==> config.mk <==
export PLATFORM = sky130hd
export DESIGN_NAME = running_min_max_mean
export DESIGN_NICKNAME = d
export VERILOG_FILES = /design/src/rtl/rmm_pkg.sv /design/src/rtl/rmm_div.sv /design/src/rtl/running_min_max_mean.sv
export SDC_FILE = /design/constraint.sdc
export NUM_CORES = 1
export LEC_CHECK = 0
export BUFFER_PORTS_ARGS = -buffer_cell sky130_fd_sc_hd__buf_4
export CAP_MARGIN = 20
export CELL_PAD_IN_SITES_DETAIL_PLACEMENT = 1
export CELL_PAD_IN_SITES_GLOBAL_PLACEMENT = 2
export CORE_MARGIN = 2
export CORE_UTILIZATION = 44
export CTS_CLUSTER_SIZE = 24
export DETAILED_ROUTE_END_ITERATION = 6
export PLACE_DENSITY_LB_ADDON = 0.05
export SYNTH_ARGS = -nofsm -noshare
export SYNTH_HDL_FRONTEND = slang
export SYNTH_SLANG_ARGS = --single-unit
==> constraint.sdc <==
create_clock -name clk -period 13.12 [get_ports clk]
set_input_delay 0.656 -clock clk [delete_from_list [all_inputs] [get_ports clk]]
set_output_delay 0.656 -clock clk [all_outputs]
set_load 0.02 [all_outputs]
==> src/rtl/rmm_pkg.sv <==
// Shared types and defaults for the running min/max/mean block.
package rmm_pkg;

  localparam int SAMPLE_W  = 32;   // sample and min/max field width
  localparam int SUM_W     = 48;   // running sum and mean field width
  localparam int CNT_W     = 17;   // sample count field width

  localparam int MAX_ITEMS_DEF    = 65536;
  localparam int SAMPLE_WIDTH_DEF = 32;
  localparam int FRAC_BITS_DEF    = 16;

  typedef struct packed {
    logic signed [SAMPLE_W-1:0] sample;
    logic                       is_last;
  } rmm_in_t;

  typedef struct packed {
    logic signed [SAMPLE_W-1:0] min_value;
    logic signed [SAMPLE_W-1:0] max_value;
    logic signed [SUM_W-1:0]    mean_q16;
    logic [CNT_W-1:0]           sample_count;
    logic                       overflow;
  } rmm_out_t;

  typedef struct packed {
    logic busy;
    logic done;
  } rmm_div_status_t;

endpackage

==> src/rtl/rmm_div.sv <==
// Restoring unsigned divider, one quotient bit per cycle.
module rmm_div #(
  parameter int DIV_W = 64,
  parameter int DSR_W = 17
) (
  input  logic                        clk,
  input  logic                        rst_n,
  input  logic                        start,
  input  logic [DIV_W-1:0]            dividend,
  input  logic [DSR_W-1:0]            divisor,
  output logic [DIV_W-1:0]            quotient,
  output rmm_pkg::rmm_div_status_t    status
);
  import rmm_pkg::*;

  localparam int STEP_W = $clog2(DIV_W + 1);

  logic [DIV_W-1:0] q_r, q_nxt;
  logic [DSR_W-1:0] rem_r, rem_nxt;
  logic [DSR_W-1:0] dsr_r;
  logic [STEP_W-1:0] step_r;
  logic busy_r, done_r;

  logic [DSR_W:0] rem_sh;
  logic [DSR_W:0] diff;
  logic           fits;

  // shift in the next dividend bit, subtract when the divisor fits
  always_comb begin
    rem_sh  = {rem_r, q_r[DIV_W-1]};
    diff    = rem_sh - {1'b0, dsr_r};
    fits    = (rem_sh >= {1'b0, dsr_r});
    rem_nxt = fits ? diff[DSR_W-1:0] : rem_sh[DSR_W-1:0];
    q_nxt   = {q_r[DIV_W-2:0], fits};
  end

  always_ff @(posedge clk) begin
    if (!rst_n) begin
      busy_r <= 1'b0;
      done_r <= 1'b0;
      step_r <= '0;
    end else if (start) begin
      q_r    <= dividend;
      rem_r  <= '0;
      dsr_r  <= divisor;
      step_r <= STEP_W'(DIV_W);
      busy_r <= 1'b1;
      done_r <= 1'b0;
    end else if (busy_r) begin
      q_r    <= q_nxt;
      rem_r  <= rem_nxt;
      step_r <= step_r - STEP_W'(1);
      if (step_r == STEP_W'(1)) begin
        busy_r <= 1'b0;
        done_r <= 1'b1;
      end
    end
  end

  assign quotient    = q_r;
  assign status.busy = busy_r;
  assign status.done = done_r;

endmodule

==> src/rtl/running_min_max_mean.sv <==
// Top level: running minimum, maximum, count and fixed-point mean over sample sets.
//
//  channel | ports                           | carries
//  --------+---------------------------------+------------------------------------
//  input   | in_valid, in_ready, in_data     | sample, is_last
//  result  | out_valid, out_ready, out_data  | min, max, mean_q16, count, overflow
//
// Samples that are not the last of their set are taken back to back while in_ready is high.
// After the last sample, in_ready stays low through S_START and S_DIV, while the
// bit-serial divider forms the mean.
// The result sits in an output register; the next set may start while it waits.
// If the previous result is still not taken when the division ends, the block holds.
// Reset (synchronous) empties the set and drops out_valid.
module running_min_max_mean #(
  parameter int MAX_ITEMS    = rmm_pkg::MAX_ITEMS_DEF,
  parameter int SAMPLE_WIDTH = rmm_pkg::SAMPLE_WIDTH_DEF,
  parameter int FRAC_BITS    = rmm_pkg::FRAC_BITS_DEF
) (
  input  logic              clk,
  input  logic              rst_n,
  input  logic              in_valid,
  output logic              in_ready,
  input  rmm_pkg::rmm_in_t  in_data,
  output logic              out_valid,
  input  logic              out_ready,
  output rmm_pkg::rmm_out_t out_data
);
  import rmm_pkg::*;

  localparam int DIV_W = SUM_W + FRAC_BITS;
  localparam int EXT   = SAMPLE_W - SAMPLE_WIDTH;

  typedef enum logic [1:0] {S_ACC, S_START, S_DIV} state_t;

  state_t state_r;

  logic signed [SAMPLE_W-1:0] min_r, min_nxt;
  logic signed [SAMPLE_W-1:0] max_r, max_nxt;
  logic signed [SUM_W-1:0]    sum_r, sum_nxt;
  logic [CNT_W-1:0]           cnt_r, cnt_nxt;
  logic                       ovf_r, ovf_nxt;
  logic                       neg_r;
  logic                       out_valid_r;
  rmm_out_t                   out_r;

  logic signed [SAMPLE_W-1:0] s_shl;
  logic signed [SAMPLE_W-1:0] s_ext;
  logic                       in_acc;
  logic                       load;
  logic                       div_start;
  logic [SUM_W-1:0]           mag;
  logic [DIV_W-1:0]           div_quot;
  logic [SUM_W-1:0]           q_low;
  rmm_div_status_t            div_stat;

  // keep only the low SAMPLE_WIDTH bits, sign extended
  always_comb begin
    s_shl = in_data.sample <<< EXT;
    s_ext = s_shl >>> EXT;
  end

  always_comb begin
    min_nxt = min_r;
    max_nxt = max_r;
    sum_nxt = sum_r;
    cnt_nxt = cnt_r;
    ovf_nxt = ovf_r;
    if (cnt_r == '0) begin
      min_nxt = s_ext;
      max_nxt = s_ext;
      sum_nxt = SUM_W'(s_ext);
      cnt_nxt = CNT_W'(1);
      ovf_nxt = 1'b0;
    end else begin
      if (s_ext < min_r) min_nxt = s_ext;
      if (s_ext > max_r) max_nxt = s_ext;
      if (cnt_r < CNT_W'(MAX_ITEMS)) begin
        sum_nxt = sum_r + SUM_W'(s_ext);
        cnt_nxt = cnt_r + CNT_W'(1);
      end else begin
        ovf_nxt = 1'b1;
      end
    end
  end

  assign in_ready  = (state_r == S_ACC);
  assign in_acc    = in_valid && in_ready;
  assign div_start = (state_r == S_START);
  assign load      = (state_r == S_DIV) && div_stat.done && (!out_valid_r || out_ready);
  assign mag       = sum_r[SUM_W-1] ? SUM_W'(-sum_r) : SUM_W'(sum_r);
  assign q_low     = div_quot[SUM_W-1:0];

  rmm_div #(
    .DIV_W (DIV_W),
    .DSR_W (CNT_W)
  ) u_div (
    .clk      (clk),
    .rst_n    (rst_n),
    .start    (div_start),
    .dividend (DIV_W'(mag) << FRAC_BITS),
    .divisor  (cnt_r),
    .quotient (div_quot),
    .status   (div_stat)
  );

  always_ff @(posedge clk) begin
    if (!rst_n) begin
      state_r     <= S_ACC;
      cnt_r       <= '0;
      ovf_r       <= 1'b0;
      out_valid_r <= 1'b0;
    end else begin
      if (load) begin
        out_valid_r <= 1'b1;
      end else if (out_valid_r && out_ready) begin
        out_valid_r <= 1'b0;
      end
      case (state_r)
        S_ACC: begin
          if (in_acc) begin
            min_r <= min_nxt;
            max_r <= max_nxt;
            sum_r <= sum_nxt;
            cnt_r <= cnt_nxt;
            ovf_r <= ovf_nxt;
            if (in_data.is_last) state_r <= S_START;
          end
        end
        S_START: begin
          neg_r   <= sum_r[SUM_W-1];
          state_r <= S_DIV;
        end
        S_DIV: begin
          if (load) begin
            out_r.min_value    <= min_r;
            out_r.max_value    <= max_r;
            out_r.mean_q16     <= neg_r ? -q_low : q_low;
            out_r.sample_count <= cnt_r;
            out_r.overflow     <= ovf_r;
            cnt_r              <= '0;
            ovf_r              <= 1'b0;
            state_r            <= S_ACC;
          end
        end
        default: state_r <= S_ACC;
      endcase
    end
  end

  assign out_valid = out_valid_r;
  assign out_data  = out_r;

  // a result only appears at the end of a division
  a_result_after_div: assert property (@(posedge clk) disable iff (!rst_n)
    $rose(out_valid) |-> $past(state_r == S_DIV) && $past(div_stat.done))
    else $error("result raised outside the division end");

  // the last sample of a set closes the input until the mean is formed
  a_last_stalls: assert property (@(posedge clk) disable iff (!rst_n)
    (in_valid && in_ready && in_data.is_last) |=> !in_ready)
    else $error("input open after last sample");

  // no sample is taken while the divider runs
  a_no_accept_busy: assert property (@(posedge clk) disable iff (!rst_n)
    div_stat.busy |-> !in_ready)
    else $error("input open while dividing");

  // a delivered set is never empty, and overflow means a saturated count
  a_count_sane: assert property (@(posedge clk) disable iff (!rst_n)
    out_valid |-> (out_data.sample_count != '0) &&
                  (!out_data.overflow || out_data.sample_count == CNT_W'(MAX_ITEMS)))
    else $error("bad count in result");

endmodule
==> impl_metrics.yaml <==
finish:
  drive_above_1_share_pct: 14.26
  fill_cells: 4812
  nNetsFinal: 2115
  antennaDiodeCount: 0
  instances_no_fill: 2569
  syn2layout_area_growth_pct: 17.65
worst_setup_path:
  crit_arrival_ps: 4410
  critPathMaxFanout: 5
  reg2reg_depth: 11
  worst_setup_path_end_kind: "flip-flop"
  cp-start-kind: "flip-flop"
  required_ps: 13400
  criticalPathCategory: "flip-flop to flip-flop"
timing:
  slew_headroom_pct: 36.19
  setup_tns_ps: 0
  worst_slew_pin_slew_ps: 957.2
  setup_viol_count_final: 0
  rsz0062_at_grt: "no"
  final.min_clock_period_ps: 4131
  period_share_pct: 31.48
  fin_skew_ps: 24.35
  drv_slew: 0
  hold_violations: 0
  fmax_mhz: 242.1
grt:
  met2_usage_pct: 40.14
  grt-busiest-layer: "met2"
  use_met3_pct: 2.739
  grt_max_degree: 111
  grt_pass1_vias: 15080
  gr-usage-met1_pct: 28.11
  grt_pass1_wl_um: 83120
  antenna_found_initial: 0
  grt_use_total_pct: 22.30
  grt.overflow.total: 0
floorplanning:
  die_h_um: 216.8
  core_area_um2: 44510
  dieArea_um2: 47020
  num_rows: 77
  initial_utilization_pct: 44.78
  boundaryPins: 169
  fp.dieW_um: 216.8
job:
  cap_violations: 0
cts:
  cts_buffers: 44
  clk_pin_slew_ps: 60
  clockBufferDepth: 3
  clock-sinks: 371
  cts_root_buffer: "clkbuf_16"
  postCtsSetupBuffers: 0
  ctsResizeCount: 0
  clk_latency_ps: 580
  cts_hold_buffers: 0
  cts_tree: "built"
  h-tree-depth: 2
min_path:
  min_path_cells: 1
  min_path_type: "primary input to flip-flop"
yosys:
  yosys_warnings: 0
  ys_seq_area_share_pct: 54.39
  syn_area_um2: 19930
  synthArstFlopShare_pct: 0
  synthFlopType: "edfxtp_1"
  synth-seq-cells: 371
  synthCells: 1776
  synth_edf_count: 341
  syn_nets: 1948
  avgSynthCellArea_um2: 11.22
  ys_types: 68
detailed_routing:
  wirelength_um: 51910
  ant_nets: 0
  wl_per_cell_um: 20.21
  drcViolationCount: 0
  vias_per_cell: 5.531
  drtIter0Drc: 648
  num_vias: 14210
  firstDrtPassIters: 5
power:
  pwr-share-seq_pct: 44.7
  p_per_area_nw_per_um2: 132.1
  power.switching_uw: 783.9
  p_leak_uw: 0.009166
  clockPowerShare_pct: 42.5
  p_comb_share_pct: 12.8
  switching_share_pct: 25.32
  ir_worst_vdd_uv: 108.1
  internal_power_uw: 2313
place:
  gp_congestion: 0.8471
  port_buffers: 168
  dp_hpwl_um: 37520
  dp_cells: 2489
run_status:
  outcome: "completed"
sequential cells by signal (all words and copies together) (netlist names):
register	count
u_div.dsr_r	17
min_r	32
sum_r	48
u_div.done_r	1
out_data	130
u_div.rem_r	17
u_div.busy_r	1
state_r	2
u_div.step_r	7
neg_r	1
max_r	32
out_valid	1
ovf_r	1
cnt_r	17
u_div.quotient	64
Yosys cell counts, drive strengths merged (4+ instances only):
cell type | number | area (µm²)
a2111oi | 4 | 35.03
a211oi | 11 | 82.58
a21boi | 4 | 30.03
a21o | 58 | 435.4
a21oi | 99 | 495.5
a31oi | 8 | 50.05
and2 | 17 | 106.4
and3 | 9 | 56.30
and4 | 9 | 78.83
clkbuf | 56 | 210.2
dfxtp | 30 | 600.6
edfxtp | 341 | 10240
ha | 133 | 1664
inv | 104 | 390.4
mux2i | 18 | 180.2
nand2 | 157 | 591.8
nand2b | 15 | 93.84
nand3 | 35 | 175.2
nand3b | 5 | 37.54
nand4 | 31 | 193.9
nor2 | 122 | 457.9
nor2b | 18 | 112.6
nor3 | 9 | 45.04
nor4 | 15 | 115.1
nor4b | 4 | 35.03
o2111ai | 4 | 35.03
o211ai | 9 | 67.56
o21a | 7 | 52.55
o21ai | 140 | 700.7
o21bai | 6 | 45.04
o31ai | 32 | 245.2
o41ai | 14 | 141.4
or2 | 12 | 75.07
or3 | 26 | 172.7
or4 | 17 | 138.9
xnor2 | 78 | 683.2
xor2 | 85 | 744.5
layer usage:
metal	wire length (µm)	share of wire, %
met4	1144	2.2
met2	26510	51
met1	22800	44
met5	0	0
met3	1456	2.8
layout make-up:
type | count | area [µm²] | share of cell area [%]
sequential | 371 | 10840 | 46.23
clock inverter | 22 | 307.8 | 1.313
tap | 592 | 740.7 | 3.159
timing repair buffer | 180 | 1376 | 5.869
multi-input combinational | 1242 | 8534 | 36.40
inverter | 104 | 390.4 | 1.665
clock buffer | 58 | 1259 | 5.368
cells by family after synthesis:
kind of cell	Yosys count	synth area share [%]
buf+inv	163	3.070
xor+xnor	163	7.163
flops	371	54.39
mux	20	1.017
simple gates	507	12.74
fa+ha+maj	135	8.550
compound gates	417	13.08
power groups by stage:
stage	Clock [µW]	Combinational [µW]	Sequential, µW
after global placement	0	383	1410
after global routing	1390	449	1390
after detailed placement	0	396	1410
final	1320	396	1380
after floorplan	0	282	1390
after CTS	1350	401	1380
path summary, 6_finish.rpt:
kind / from / end / slack (ps)
setup / recovery: sum_r[0] / sum_r[46] / 8990
hold / removal: in_data[1] / min_r[0] / 280
setup reg to reg: sum_r[0] / sum_r[46] / 8990
hold reg to reg: ovf_r / out_data[0] / 430
critical path, stage by stage, from the launching register on:
cell	delay, ps
edfxtp_1	420
ha_1	240
fa_1	410
a21o_1	200
a221oi_1	600
o221a_2	330
nor4bb_1	90
a21oi_1	530
o31ai_1	280
a311oi_1	420
mux2i_1	230
nand4_1	100
cells in the final DEF (no fill, tap or decap), types with 13 or more instances in the layout:
| cell type | synthesis | final |
|---|---|---|
| inv_1 | 104 | 104 |
| a21o_1 | 58 | 58 |
| a21oi_1 | 99 | 98 |
| nor4_1 | 13 | 13 |
| nand4_1 | 31 | 31 |
| mux2i_1 | 18 | 18 |
| o41ai_1 | 13 | 13 |
| nand3_1 | 35 | 35 |
| buf_4 | 0 | 178 |
| or3_1 | 24 | 24 |
| nand2b_1 | 15 | 14 |
| o31ai_1 | 31 | 31 |
| xor2_1 | 85 | 85 |
| ha_1 | 133 | 133 |
| dfxtp_1 | 30 | 30 |
| edfxtp_1 | 341 | 341 |
| nor2_1 | 122 | 120 |
| nor2b_1 | 18 | 17 |
| nand2_1 | 156 | 156 |
| clkbuf_16 | 0 | 48 |
| and2_1 | 17 | 17 |
| o21ai_0 | 134 | 133 |
| xnor2_1 | 78 | 78 |
| or4_1 | 14 | 14 |
per-stage QoR:
| stage | total power (µW) | worst slack [ps] | util (%) | instance area (µm²) | hold WS (ps) |
|---|---|---|---|---|---|
| after global routing | 3223 | 8876 | 52.68 | 23450 | 267.4 |
| final | 3097 | 8989 | 52.68 | 23450 | 285.0 |
| after detailed placement | 1804 | 8757 | 49.16 | 21880 | 423.0 |
| after CTS | 3133 | 9043 | 52.68 | 23450 | 248.0 |
| after floorplan | 1674 | 6144 | - | 19930 | 409.0 |
| after global placement | 1789 | 8836 | 49.07 | 21840 | 424.1 |
No activity file was read; power rests on OpenSTA's default activity.
